<file path="src/hw/rtl/ksel_pkg.sv">
// Shared types and constants of the k-th smallest selection block.
// Used by ksel_engine and kth_smallest_select; depends on nothing.
package ksel_pkg;

   localparam int VALUE_W    = 32;
   localparam int RANK_W     = 11;
   localparam int REQ_DATA_W = 48;

   typedef enum logic [1:0] {
      TOP_LOAD,
      TOP_SELECT,
      TOP_FINISH
   } top_state_type;

   typedef enum logic [4:0] {
      ENG_IDLE,
      ENG_CHECK,
      ENG_END_RD,
      ENG_END_CMP,
      ENG_END_WR,
      ENG_RD_K,
      ENG_RESULT,
      ENG_MED_X,
      ENG_MED_Y,
      ENG_MED_Z,
      ENG_MED_W,
      ENG_MED_CS2,
      ENG_MED_CS3,
      ENG_MED_WR1,
      ENG_MED_WR2,
      ENG_I_START,
      ENG_I_TEST,
      ENG_J_START,
      ENG_J_TEST,
      ENG_DECIDE,
      ENG_SWAP1,
      ENG_SWAP2,
      ENG_FIN1,
      ENG_FIN2
   } eng_state_type;

   typedef struct packed {
      logic idle;
      logic done;
   } eng_status_type;

endpackage

</file>
<file path="src/hw/rtl/ksel_engine.sv">
// Partition selection sequencer: median-of-three pivot, inward scans, narrowing.
// Drives the ports of one ksel_ram; uses types from ksel_pkg.
module ksel_engine #(
   parameter int MAX_ELEMENTS = 1024,
   localparam int AW = $clog2(MAX_ELEMENTS),
   localparam int PW = $clog2(MAX_ELEMENTS + 2)
) (
   input  logic                           clock,
   input  logic                           reset,
   input  logic                           start,
   input  logic [PW-1:0]                  n,
   input  logic [PW-1:0]                  k,
   output ksel_pkg::eng_status_type       status,
   output logic [ksel_pkg::VALUE_W-1:0]   result,
   output logic                           ram_wr_en,
   output logic [AW-1:0]                  ram_wr_addr,
   output logic [ksel_pkg::VALUE_W-1:0]   ram_wr_data,
   output logic                           ram_rd_en,
   output logic [AW-1:0]                  ram_rd_addr,
   input  logic [ksel_pkg::VALUE_W-1:0]   ram_rd_data
);

   ksel_pkg::eng_state_type state_ff, state_in;

   // Positions are counted from 1, as entry p lives at address p-1.
   logic [PW-1:0] lo_ff, lo_in, hi_ff, hi_in, k_ff, k_in, i_ff, i_in, j_ff, j_in;
   logic signed [ksel_pkg::VALUE_W-1:0] va_ff, va_in, vb_ff, vb_in;
   logic signed [ksel_pkg::VALUE_W-1:0] vc_ff, vc_in, vd_ff, vd_in;
   logic signed [ksel_pkg::VALUE_W-1:0] vi_ff, vi_in, vj_ff, vj_in;

   logic signed [ksel_pkg::VALUE_W-1:0] rd_val;
   logic [PW-1:0] lo_p1, i_p1, j_m1, mid;
   logic [PW:0]   mid_sum;
   logic          narrow, pair, i_go, j_go;

   function automatic logic [AW-1:0] pos_addr(input logic [PW-1:0] pos);
      logic [PW-1:0] t;
      t = pos - PW'(1);
      return t[AW-1:0];
   endfunction

   assign rd_val  = signed'(ram_rd_data);
   assign lo_p1   = lo_ff + PW'(1);
   assign i_p1    = i_ff + PW'(1);
   assign j_m1    = j_ff - PW'(1);
   assign mid_sum = {1'b0, lo_ff} + {1'b0, hi_ff};
   assign mid     = mid_sum[PW:1];
   assign narrow  = (hi_ff <= lo_p1);
   assign pair    = (hi_ff == lo_p1);
   assign i_go    = (i_p1 < hi_ff);
   assign j_go    = (j_m1 > lo_ff);

   // Next state.
   always_comb begin
      state_in = state_ff;
      case (state_ff)
         ksel_pkg::ENG_IDLE: begin
            if (start) begin
               state_in = ksel_pkg::ENG_CHECK;
            end
         end
         ksel_pkg::ENG_CHECK: begin
            if (narrow) begin
               state_in = pair ? ksel_pkg::ENG_END_RD : ksel_pkg::ENG_RESULT;
            end else begin
               state_in = ksel_pkg::ENG_MED_X;
            end
         end
         ksel_pkg::ENG_END_RD:  state_in = ksel_pkg::ENG_END_CMP;
         ksel_pkg::ENG_END_CMP: begin
            state_in = (rd_val < va_ff) ? ksel_pkg::ENG_END_WR : ksel_pkg::ENG_RD_K;
         end
         ksel_pkg::ENG_END_WR:  state_in = ksel_pkg::ENG_RD_K;
         ksel_pkg::ENG_RD_K:    state_in = ksel_pkg::ENG_RESULT;
         ksel_pkg::ENG_RESULT:  state_in = ksel_pkg::ENG_IDLE;
         ksel_pkg::ENG_MED_X:   state_in = ksel_pkg::ENG_MED_Y;
         ksel_pkg::ENG_MED_Y:   state_in = ksel_pkg::ENG_MED_Z;
         ksel_pkg::ENG_MED_Z:   state_in = ksel_pkg::ENG_MED_W;
         ksel_pkg::ENG_MED_W:   state_in = ksel_pkg::ENG_MED_CS2;
         ksel_pkg::ENG_MED_CS2: state_in = ksel_pkg::ENG_MED_CS3;
         ksel_pkg::ENG_MED_CS3: state_in = ksel_pkg::ENG_MED_WR1;
         ksel_pkg::ENG_MED_WR1: state_in = ksel_pkg::ENG_MED_WR2;
         ksel_pkg::ENG_MED_WR2: state_in = ksel_pkg::ENG_I_START;
         ksel_pkg::ENG_I_START: begin
            state_in = i_go ? ksel_pkg::ENG_I_TEST : ksel_pkg::ENG_J_START;
         end
         ksel_pkg::ENG_I_TEST: begin
            if (rd_val < vd_ff && i_go) begin
               state_in = ksel_pkg::ENG_I_TEST;
            end else begin
               state_in = ksel_pkg::ENG_J_START;
            end
         end
         ksel_pkg::ENG_J_START: begin
            state_in = j_go ? ksel_pkg::ENG_J_TEST : ksel_pkg::ENG_DECIDE;
         end
         ksel_pkg::ENG_J_TEST: begin
            if (rd_val > vd_ff && j_go) begin
               state_in = ksel_pkg::ENG_J_TEST;
            end else begin
               state_in = ksel_pkg::ENG_DECIDE;
            end
         end
         ksel_pkg::ENG_DECIDE: begin
            state_in = (j_ff < i_ff) ? ksel_pkg::ENG_FIN1 : ksel_pkg::ENG_SWAP1;
         end
         ksel_pkg::ENG_SWAP1: state_in = ksel_pkg::ENG_SWAP2;
         ksel_pkg::ENG_SWAP2: state_in = ksel_pkg::ENG_I_START;
         ksel_pkg::ENG_FIN1:  state_in = ksel_pkg::ENG_FIN2;
         ksel_pkg::ENG_FIN2:  state_in = ksel_pkg::ENG_CHECK;
         default:             state_in = ksel_pkg::ENG_IDLE;
      endcase
   end

   // Memory port and status outputs.
   always_comb begin
      ram_wr_en   = 1'b0;
      ram_wr_addr = pos_addr(lo_ff);
      ram_wr_data = va_ff;
      ram_rd_en   = 1'b0;
      ram_rd_addr = pos_addr(k_ff);
      status.idle = (state_ff == ksel_pkg::ENG_IDLE);
      status.done = (state_ff == ksel_pkg::ENG_RESULT);
      result      = ram_rd_data;
      case (state_ff)
         ksel_pkg::ENG_CHECK: begin
            ram_rd_en = 1'b1;
            if (narrow) begin
               ram_rd_addr = pair ? pos_addr(lo_ff) : pos_addr(k_ff);
            end else begin
               ram_rd_addr = pos_addr(mid);
            end
         end
         ksel_pkg::ENG_END_RD: begin
            ram_rd_en   = 1'b1;
            ram_rd_addr = pos_addr(hi_ff);
         end
         ksel_pkg::ENG_END_CMP: begin
            ram_wr_en   = (rd_val < va_ff);
            ram_wr_addr = pos_addr(lo_ff);
            ram_wr_data = ram_rd_data;
         end
         ksel_pkg::ENG_END_WR: begin
            ram_wr_en   = 1'b1;
            ram_wr_addr = pos_addr(hi_ff);
            ram_wr_data = va_ff;
         end
         ksel_pkg::ENG_RD_K: begin
            ram_rd_en   = 1'b1;
            ram_rd_addr = pos_addr(k_ff);
         end
         ksel_pkg::ENG_MED_X: begin
            ram_rd_en   = 1'b1;
            ram_rd_addr = pos_addr(lo_p1);
         end
         ksel_pkg::ENG_MED_Y: begin
            ram_rd_en   = 1'b1;
            ram_rd_addr = pos_addr(hi_ff);
         end
         ksel_pkg::ENG_MED_Z: begin
            ram_rd_en   = 1'b1;
            ram_rd_addr = pos_addr(lo_ff);
         end
         ksel_pkg::ENG_MED_W: begin
            // The element that sat next to the low end moves to the middle.
            ram_wr_en   = 1'b1;
            ram_wr_addr = pos_addr(mid);
            ram_wr_data = vb_ff;
         end
         ksel_pkg::ENG_MED_WR1: begin
            ram_wr_en   = 1'b1;
            ram_wr_addr = pos_addr(lo_p1);
            ram_wr_data = va_ff;
         end
         ksel_pkg::ENG_MED_WR2: begin
            ram_wr_en   = 1'b1;
            ram_wr_addr = pos_addr(hi_ff);
            ram_wr_data = vc_ff;
         end
         ksel_pkg::ENG_I_START: begin
            ram_rd_en   = i_go;
            ram_rd_addr = pos_addr(i_p1);
         end
         ksel_pkg::ENG_I_TEST: begin
            ram_rd_en   = i_go;
            ram_rd_addr = pos_addr(i_p1);
         end
         ksel_pkg::ENG_J_START: begin
            ram_rd_en   = j_go;
            ram_rd_addr = pos_addr(j_m1);
         end
         ksel_pkg::ENG_J_TEST: begin
            ram_rd_en   = j_go;
            ram_rd_addr = pos_addr(j_m1);
         end
         ksel_pkg::ENG_SWAP1: begin
            ram_wr_en   = 1'b1;
            ram_wr_addr = pos_addr(i_ff);
            ram_wr_data = vj_ff;
         end
         ksel_pkg::ENG_SWAP2: begin
            ram_wr_en   = 1'b1;
            ram_wr_addr = pos_addr(j_ff);
            ram_wr_data = vi_ff;
         end
         ksel_pkg::ENG_FIN1: begin
            // When the downward scan reached the low end, the pivot stays there.
            ram_wr_en   = 1'b1;
            ram_wr_addr = pos_addr(lo_ff);
            ram_wr_data = (j_ff == lo_ff) ? vd_ff : vj_ff;
         end
         ksel_pkg::ENG_FIN2: begin
            ram_wr_en   = 1'b1;
            ram_wr_addr = pos_addr(j_ff);
            ram_wr_data = vd_ff;
         end
         default: begin
         end
      endcase
   end

   // Datapath next values.
   always_comb begin
      lo_in = lo_ff;
      hi_in = hi_ff;
      k_in  = k_ff;
      i_in  = i_ff;
      j_in  = j_ff;
      va_in = va_ff;
      vb_in = vb_ff;
      vc_in = vc_ff;
      vd_in = vd_ff;
      vi_in = vi_ff;
      vj_in = vj_ff;
      case (state_ff)
         ksel_pkg::ENG_IDLE: begin
            if (start) begin
               lo_in = PW'(1);
               hi_in = n;
               k_in  = k;
            end
         end
         ksel_pkg::ENG_END_RD: va_in = rd_val;
         ksel_pkg::ENG_MED_X:  va_in = rd_val;
         ksel_pkg::ENG_MED_Y:  vb_in = rd_val;
         ksel_pkg::ENG_MED_Z:  vc_in = rd_val;
         ksel_pkg::ENG_MED_W: begin
            vd_in = rd_val;
            if (va_ff > vc_ff) begin
               va_in = vc_ff;
               vc_in = va_ff;
            end
         end
         ksel_pkg::ENG_MED_CS2: begin
            if (vd_ff > vc_ff) begin
               vd_in = vc_ff;
               vc_in = vd_ff;
            end
         end
         ksel_pkg::ENG_MED_CS3: begin
            if (va_ff > vd_ff) begin
               va_in = vd_ff;
               vd_in = va_ff;
            end
         end
         ksel_pkg::ENG_MED_WR2: begin
            i_in = lo_p1;
            j_in = hi_ff;
         end
         ksel_pkg::ENG_I_START: i_in = i_p1;
         ksel_pkg::ENG_I_TEST: begin
            if (rd_val < vd_ff) begin
               i_in = i_p1;
            end else begin
               vi_in = rd_val;
            end
         end
         ksel_pkg::ENG_J_START: j_in = j_m1;
         ksel_pkg::ENG_J_TEST: begin
            if (rd_val > vd_ff) begin
               j_in = j_m1;
            end else begin
               vj_in = rd_val;
            end
         end
         ksel_pkg::ENG_FIN2: begin
            if (j_ff >= k_ff) begin
               hi_in = j_m1;
            end
            if (j_ff <= k_ff) begin
               lo_in = i_ff;
            end
         end
         default: begin
         end
      endcase
   end

   always_ff @(posedge clock) begin
      if (reset) begin
         state_ff <= ksel_pkg::ENG_IDLE;
      end else begin
         state_ff <= state_in;
      end
   end

   always_ff @(posedge clock) begin
      lo_ff <= lo_in;
      hi_ff <= hi_in;
      k_ff  <= k_in;
      i_ff  <= i_in;
      j_ff  <= j_in;
      va_ff <= va_in;
      vb_ff <= vb_in;
      vc_ff <= vc_in;
      vd_ff <= vd_in;
      vi_ff <= vi_in;
      vj_ff <= vj_in;
   end

`ifndef SYNTHESIS
   a_no_rw_collision: assert property (@(posedge clock) disable iff (reset)
      (ram_wr_en && ram_rd_en) |-> (ram_wr_addr != ram_rd_addr))
      else $error("engine reads and writes the same entry in one cycle");

   a_up_scan_bound: assert property (@(posedge clock) disable iff (reset)
      (state_ff == ksel_pkg::ENG_I_TEST) |-> (i_ff < hi_ff))
      else $error("upward scan ran past the high end");

   a_down_scan_bound: assert property (@(posedge clock) disable iff (reset)
      (state_ff == ksel_pkg::ENG_J_TEST) |-> (j_ff > lo_ff))
      else $error("downward scan ran past the low end");

   a_start_when_idle: assert property (@(posedge clock) disable iff (reset)
      start |-> (state_ff == ksel_pkg::ENG_IDLE))
      else $error("selection started while busy");
`endif

endmodule

</file>
<file path="config.mk">
export PLATFORM = sky130hd
export DESIGN_NAME = ksel_engine
export DESIGN_NICKNAME = d
export VERILOG_FILES = /design/src/hw/rtl/ksel_pkg.sv /design/src/hw/rtl/ksel_engine.sv
export SDC_FILE = /design/constraint.sdc
export NUM_CORES = 1
export LEC_CHECK = 0
export BUFFER_PORTS_ARGS = -buffer_cell sky130_fd_sc_hd__buf_2
export CAP_MARGIN = 20
export CORE_MARGIN = 3
export CORE_UTILIZATION = 45
export CTS_CLUSTER_DIAMETER = 30
export DETAILED_ROUTE_END_ITERATION = 8
export GPL_TIMING_DRIVEN = 0
export HOLD_SLACK_MARGIN = 0.03
export SLEW_MARGIN = 25
export SYNTH_ARGS = -nofsm -noshare
export SYNTH_HDL_FRONTEND = slang
export SYNTH_SLANG_ARGS = --single-unit
</file>
<file path="constraint.sdc">
create_clock -name clock -period 8.7 [get_ports clock]
set_input_delay 0 -clock clock [delete_from_list [all_inputs] [get_ports clock]]
set_output_delay 0 -clock clock [all_outputs]
set_load 0.03 [all_outputs]
</file>
Word-level counts from Yosys, hierarchy flattened

Cells that the tools add are included.

Divide/modulo/power cells: 0
Bitwise logic cells: 2
Multipliers: 0
Mux-type cells: 37
Equality and inequality tests: 33
Reductions and logical operators: 28
Order comparisons: 12
Shift operators: 0
$add $sub $neg: 12

Operator list:

| kind                                                 | count |
|---|---|
| case mux 32 bit (3 select lines)                     | 3 |
| two-way mux 32 bit                                   | 7 |
| case mux 32 bit (7 select lines)                     | 1 |
| > comparator 32 bit                                  | 4 |
| case mux 5 bit (22 select lines)                     | 1 |
| subtractor 10 x 1 -> 10 bit (second input constant)  | 8 |
| two-way mux 11 bit                                   | 6 |
| case mux 11 bit (3 select lines)                     | 2 |
| less-than comparator 32 bit                          | 2 |
| case mux 10 bit (6 select lines)                     | 1 |
| case mux 10 bit (5 select lines)                     | 1 |
| case mux 11 bit (2 select lines)                     | 2 |
| equality test 5 x 4 -> 1 bit (second input constant) | 8 |
| equality test 5 bit (second input constant)          | 8 |
| adder 11 x 1 -> 11 bit (second input constant)       | 2 |
| equality test 11 bit                                 | 2 |
| less-or-equal comparator 11 bit                      | 2 |
| less-than comparator 11 bit                          | 2 |
| equality test 5 x 3 -> 1 bit (second input constant) | 4 |
| two-way mux 10 bit                                   | 2 |
| != test 2 bit (second input constant)                | 8 |
| AND reduction 3 bit                                  | 5 |
| nonzero test 3 bit                                   | 5 |
| OR reduction 2 bit                                   | 7 |
| 19 further kinds                                     | 31 |

Memory bits (writable): 0
Memory bits (read-only): 0
Input port bits: 57
Output and inout bits: 88
Memories kept: 0
Latch bits: 0
Logic and storage cells: 136
Register bits: 252

Logic depth before layout (Yosys ltp)

Gate-level depths: netlist of run 1.

Depth in word-level cells: 5
Mapped depth: 15
Mapped depth without buffers: 15

Worst setup path before layout of run 1

OpenSTA, ideal clock, no wires.

Kind: reg2reg
From: register va_ff[9] (netlist bit)
To: register va_ff[0] (netlist bit), enable pin
Clock period less this slack: 5,833 ps
Data required time: 8,199 ps
Setup slack: 2,867 ps
Stages on the path, launching flop included: 11
Data arrival time: 5,331 ps
Library setup time: 501 ps
Buffers on the path: 0
Cells stage by stage: edfxtp_1 -> ha_1 -> a21o_1 -> a21o_1 -> a2111oi_0 -> o31ai_1 -> nor3_1 -> nor2_1 -> a311oi_1 -> nor2b_1 -> nor4_1

Cells in the longest elaborated chain, start to end: 3

RTL lines:

| what                                     | line                                   | RTL |
|---|---|---|
| from (decl)                              | ksel_engine.sv:27                      | `logic signed [ksel_pkg::VALUE_W-1:0] va_ff, va_in, vb_ff, vb_in;` |
| from (signal assigned)                   | ksel_engine.sv:313                     | `va_ff <= va_in;` |
| > comparator 32 bit (on tied branches)   | ksel_engine.sv:261, ksel_engine.sv:249 |  |
| != test 2 bit (no source line)           | n/a                                    |  |
| AND reduction 3 bit (no source line) (*) | n/a                                    |  |

Every way passes the cells marked *; elsewhere a longest branch is shown, timed or not.
A chain may end at the register's enable or synchronous reset.

Worst setup path after layout of run 1

From: register lo_ff[0]
To: output port ram_rd_addr[7]

Cells in the longest elaborated chain, start to end: 5

RTL lines:

| what                                                                 | line               | RTL |
|---|---|---|
| from (decl)                                                          | ksel_engine.sv:26  | `logic [PW-1:0] lo_ff, lo_in, hi_ff, hi_in, k_ff, k_in, i_ff, i_in, j_ff, j_in;` |
| from (signal assigned)                                               | ksel_engine.sv:308 | `lo_ff <= lo_in;` |
| parallel branches: the longest is 4 deep, another holds adder 11 bit | n/a                |  |
| case mux 10 bit (6 select lines) (*)                                 | ksel_engine.sv:125 | `case (state_ff)` |
| to (decl)                                                            | ksel_engine.sv:19  | `output logic [AW-1:0] ram_rd_addr,` |

Every way passes the cells marked *.

==> results.cfg, run 1 <==
[detailed_routing]
vias_per_cell = 6.19
drt_wl_total_mm = 81.2
vias = 19500
drt_iter0_drc = 2582
drc = 0
firstDrtPassIters = 8
avgRoutedWirePerCell_um = 25.8
postRouteAntennaNets = 0

[clock_tree]
cts-hold-fix-buffers = 56
clk_path_buf_depth = 3
h-tree-depth = 3
cts_root_buf = clkbuf_16
cts_buffers = 71
clk_latency_ps = 590
cts_sinks = 252
path_clk_slew_ps = 40
cts-resized-gates = 0
tritoncts = yes
post_cts_buffers = 0

[critical_path]
crit_chain = clkbuf_1, inv_1, ha_1, or4b_1, o22ai_1, nor4b_1, xor2_1, nor3_1, nor3_1, nand3_1, o21ai_0, a21oi_1, buf_2
slowest_delay_ps = 590
crit_arrival_ps = 5210
critical_path_class = reg -> out
path_max_fanout = 10
required_ps = 8700
cp-start-kind = register
crit_slowest_cell = edfxtp_1
cp_common_cell = nor3_1
end_kind = output port

[synth]
syn-num-nets = 2494
synth_edf_count = 247
seq_area_frac_synth_pct = 37.6
yosysUniqueCellTypes = 78
ys_ff_latch = 252
synthCells = 2205
ys.flop_type = edfxtp_1
yosysWarnings = 0
avgSynthCellArea_um2 = 9.07
syn-cell-area_mm2 = 0.0200
async_flop_share_pct = 0

[global_route]
grt_start_max_net_pins = 35
grt-ovfl-total = 0
grt_pass1_vias = 18600
antenna_found_initial = 0
grt.total_usage_pct = 33.7
grt_pass1_wl_mm = 119

[timing]
finalCritPeriodShare_pct = 59.9
holdWs_ps = 152
max_freq_ghz = 0.192
slew_viol_final = 0
min_period_ps = 5210
tightest_slew_ps = 1210
fin_skew_ps = 26.7
setup_tns_ps = 0
timing.slew.headroom_pct = 19.1
grt_setup_unrepaired = no
setup_viol = 0
hold_violations = 0

[die]
die_height_um = 217
initial_core_util_pct = 46.0
die-area_mm2 = 0.0470
design.core.area_mm2 = 0.0435
die_w_um = 217
io_pins = 145
rows = 76

[final_layout]
final_cell_mix = edfxtp_1 (247), nand2_1 (239), ha_1 (231)
drive_above_1_share_pct = 13.6
final_util_pct = 57.1
final_nets = 2793
multi_input_area_mm2 = 0.0113
stdcell_area_mm2 = 0.0248
num_antenna_cells = 0
seq_area_mm2 = 0.00752
fillers = 3946
final_common_cell = edfxtp_1
area_growth_syn_to_layout_pct = 24.1

[place]
gp_congestion = 1.01
hpwl_mm = 60.2
placed_area_mm2 = 0.0217
io_buffer_count = 144

[run]
max_cap_viol_count = 0

[pwr]
p_leak_nw = 10.4
vdd_drop_max_uv = 156
p_per_area_mw_per_mm2 = 232

[worst_hold_path]
min_path_type = in -> reg

[status]
run_status = complete, no violations
==> metal layers <==
layer  routed length [µm]  track usage (%)  vias to the layer above
met2                33000             47.3                     1162
li1                     -                -                     8776
met3                10400             11.9                      198
met5                   26            0.625                        -
met4                 2800             12.5                        2
met1                35000             47.7                     9322
==> path summary, 6_finish.rpt <==
path,start,endpoint,slack [ps],depth (start not counted)
min,k[1],k_ff[1],150,2
min reg2reg,vc_ff[5],vd_ff[5],630,2
max,lo_ff[0],ram_rd_addr[7],3490,13
max reg2reg,va_ff[31],va_ff[18],4070,11
==> registers in the layout, summed over array words and instances, names as in the netlist <==
register  count
lo_ff        11
va_ff        32
vd_ff        32
j_ff         11
vb_ff        32
k_ff         11
vj_ff        32
i_ff         11
vi_ff        32
state_ff      5
hi_ff        11
vc_ff        32
==> logic make-up after synthesis <==
family,count (synthesis),synth area share (%)
simple gates,726,16.5
compound gates,545,18.4
buf+inv,309,6.46
flops,252,37.6
fa+ha+maj,232,14.6
xor+xnor,98,4.29
mux,43,2.17
==> Yosys cell counts (all sizes together), types with 5 or more instances <==
cell type / count / share of area [%]
o22ai: 20 / 0.63
a221oi: 37 / 1.7
nand3: 80 / 2.0
edfxtp: 247 / 37
and2: 5 / 0.16
buf: 53 / 1.7
and3: 13 / 0.43
nor3: 52 / 1.3
or3: 12 / 0.38
a21boi: 6 / 0.23
nand2: 239 / 4.5
nor2b: 22 / 0.69
a22oi: 68 / 2.6
nor4: 15 / 0.47
inv: 176 / 3.3
nor2: 213 / 4.0
a211oi: 17 / 0.64
o211ai: 11 / 0.41
dfxtp: 5 / 0.50
xor2: 24 / 1.1
a2111oi: 10 / 0.44
a21oi: 150 / 3.8
mux2i: 41 / 2.1
o21a: 12 / 0.45
o221ai: 7 / 0.31
a222oi: 32 / 1.6
a31oi: 8 / 0.25
o21ai: 86 / 2.2
nand4: 41 / 1.3
a21o: 40 / 1.5
o21bai: 5 / 0.19
ha: 231 / 14
nand2b: 9 / 0.28
xnor2: 74 / 3.2
clkbuf: 80 / 1.5
==> area by class of cell <==
class	count	area share (%)
buffer	133	2.56
inverter	176	2.66
multi-input combinational	1644	45.4
tap	585	2.95
clock inverter	50	2.59
sequential	252	30.3
clock buffer	79	7.45
timing repair buffer	226	6.14
==> power breakdown <==
group / switching [W] / internal, W
Clock: 0.000816 / 0.00191
Combinational: 0.00101 / 0.000500
Sequential: 0.0000953 / 0.00141
Total: 0.00193 / 0.00382
==> metrics by stage <==
stage / worst slack (ps) / cells / power [W]
global route: 3480 / 3145 / 0.00594
CTS: 3740 / 3145 / 0.00571
floorplan: 2870 / 2205 / 0.00245
global placement: -1690 / 2934 / 0.00294
finish: 3490 / 3145 / 0.00575
detailed placement: 3940 / 2960 / 0.00296
==> critical path: cells and delay by family, from the launching register on <==
| family | cells | cell delay, ps |
|---|---|---|
| buf+inv | 3 | 1080 |
| simple gates | 5 | 1660 |
| flops | 1 | 590 |
| xor+xnor | 1 | 370 |
| compound gates | 3 | 440 |
| fa+ha+maj | 1 | 500 |
Note: power is estimated with default switching activity, not from simulation.
==> run 2: changes to the inputs <==
clock period = 4.7 ns   (was 8.7 ns; I/O delays follow)
==> results.cfg, run 2 (synthesis results as in run 1) <==
[status]
run_status = complete, no violations

[detailed_routing]
wl_met1_mm = 37.0
avgRoutedWirePerCell_um = 26.5
postRouteAntennaNets = 0
firstDrtPassIters = 8
vias_per_cell = 6.25
drc = 0
drt_wl_total_mm = 82.7
dr_wl_met2_mm = 33.7
vias = 19500
top_layer_used = met4
drt_iter0_drc = 2703
wl_met3_mm = 9.47

[place]
io_buffer_count = 144
gp_congestion = 1.02
place_inst = 2953
placed_area_mm2 = 0.0218
hpwl_mm = 61.1

[critical_path]
cp.buffers_inverters = 2
required_ps = 4700
critical_path_class = reg -> out
r2r_end = va_ff[18]
cp-start-kind = register
end_kind = output port
cpLargestDelayFamily = simple AND/OR/NAND/NOR gates
crit_slowest_cell = edfxtp_1
slowest_delay_ps = 620
critical_path_depth = 11
crit_chain = or3_1, xor2_1, inv_2, mux2_2, a211oi_1, or3b_1, xnor2_1, o22ai_1, o21ai_0, a21oi_1, buf_2
crit_arrival_ps = 4590
rr_startpoint = va_ff[31]
r2r.worst_path.cells = 11
r2r_slack_ps = 140
path_max_fanout = 7

[pwr]
p_leak_nw = 10.2
p_per_area_mw_per_mm2 = 397
vdd_drop_max_uv = 295

[timing]
max_freq_ghz = 0.218
grt_setup_unrepaired = no
finalCritPeriodShare_pct = 97.6
fin_skew_ps = 40.6
min_period_ps = 4590
timing.slew.headroom_pct = 16.2
hold_violations = 0
tightest_slew_ps = 1260
setup_viol = 0
setup_tns_ps = 0
holdWs_ps = 96.9
slew_viol_final = 0

[final_layout]
drive_above_1_share_pct = 14.0
stdcell_area_mm2 = 0.0246
final_cells = 3123
final_cell_mix = edfxtp_1 (247), nand2_1 (239), ha_1 (229)
final_common_cell = edfxtp_1
final_nets = 2779
num_antenna_cells = 0
area_growth_syn_to_layout_pct = 23.1

[global_route]
grt.total_usage_pct = 34.3
antenna_found_initial = 0
grt_start_max_net_pins = 35
grt_pass1_wl_mm = 121
grt_pass1_vias = 18700
grt-ovfl-total = 0

[die]
rows = 76
initial_core_util_pct = 46.0
design.core.area_mm2 = 0.0435
io_pins = 145
die-area_mm2 = 0.0470
die_height_um = 217
die_w_um = 217

[worst_hold_path]
min_path_type = in -> reg
hold_path_end = k_ff[7]
min_from = k[7]
min_path_cells = 2

[clock_tree]
cts_buffers = 59
h-tree-depth = 2
cts_sinks = 252
tritoncts = yes
path_clk_slew_ps = 40
clk_latency_ps = 630
clk_path_buf_depth = 3
cts_root_buf = clkbuf_16

[run]
max_cap_viol_count = 0
-- run 2: changes by cell type in the layout (fill, tap and decap cells not counted), sizes merged --
cell,change
clkinvlp,+8
inv,-1
buf,+1
clkbuf,-15
bufinv,-5
clkinv,-10
-- run 2: worst max-delay path by stage --
stage / slack [ps] / end / from
detailed placement: -100 / va_ff[18] / va_ff[31]
global route: 5 / ram_rd_addr[9] / hi_ff[0]
finish: 110 / ram_rd_addr[7] / j_ff[2]
CTS: 20 / ram_rd_en / i_ff[2]
floorplan: 190 / va_ff[0] / va_ff[9]
global placement: -2870 / va_ff[18] / va_ff[31]
-- run 2: report_power, final --
part / total [W] / switching [W] / internal (W)
registers: 0.00280 / 0.000185 / 0.00261
clock network: 0.00412 / 0.00137 / 0.00274
logic: 0.00286 / 0.00191 / 0.000944
-- run 2: area by class of cell --
class / instances / area [µm²]
Clock inverter: 42 / 517
Tap cell: 585 / 732
Timing Repair Buffer: 227 / 1600
Multi-Input combinational cell: 1644 / 11500
Clock buffer: 67 / 1510
Fill cell: 3914 / 18800
Buffer: 130 / 628
Sequential cell: 252 / 7520
Inverter: 176 / 661
-- run 2: layer usage --
| metal | up-vias | track usage (%) |
|---|---|---|
| li1 | 8751 | - |
| met1 | 9437 | 51.0 |
| met2 | 1135 | 48.7 |
| met3 | 186 | 8.84 |
| met4 | 0 | 10.5 |
| met5 | - | 0 |
-- run 2: metrics by stage --
stage / total power, W / worst slack, ps / utilization [%]
floorplan: 0.00454 / 192 / -
global placement: 0.00547 / -2870 / 49.4
detailed placement: 0.00551 / -101 / 50.1
CTS: 0.00969 / 22.2 / 56.2
global route: 0.0101 / 4.57 / 56.6
finish: 0.00977 / 114 / 56.6
-- run 2: what timing repair did --
item,4_1_cts,5_1_grt
gates resized for setup,10,27
endpoints found under the setup margin,34,18
setup buffers,0,8
hold endpoints to repair,219,0
hold buffers,56,0
pin swaps,0,1
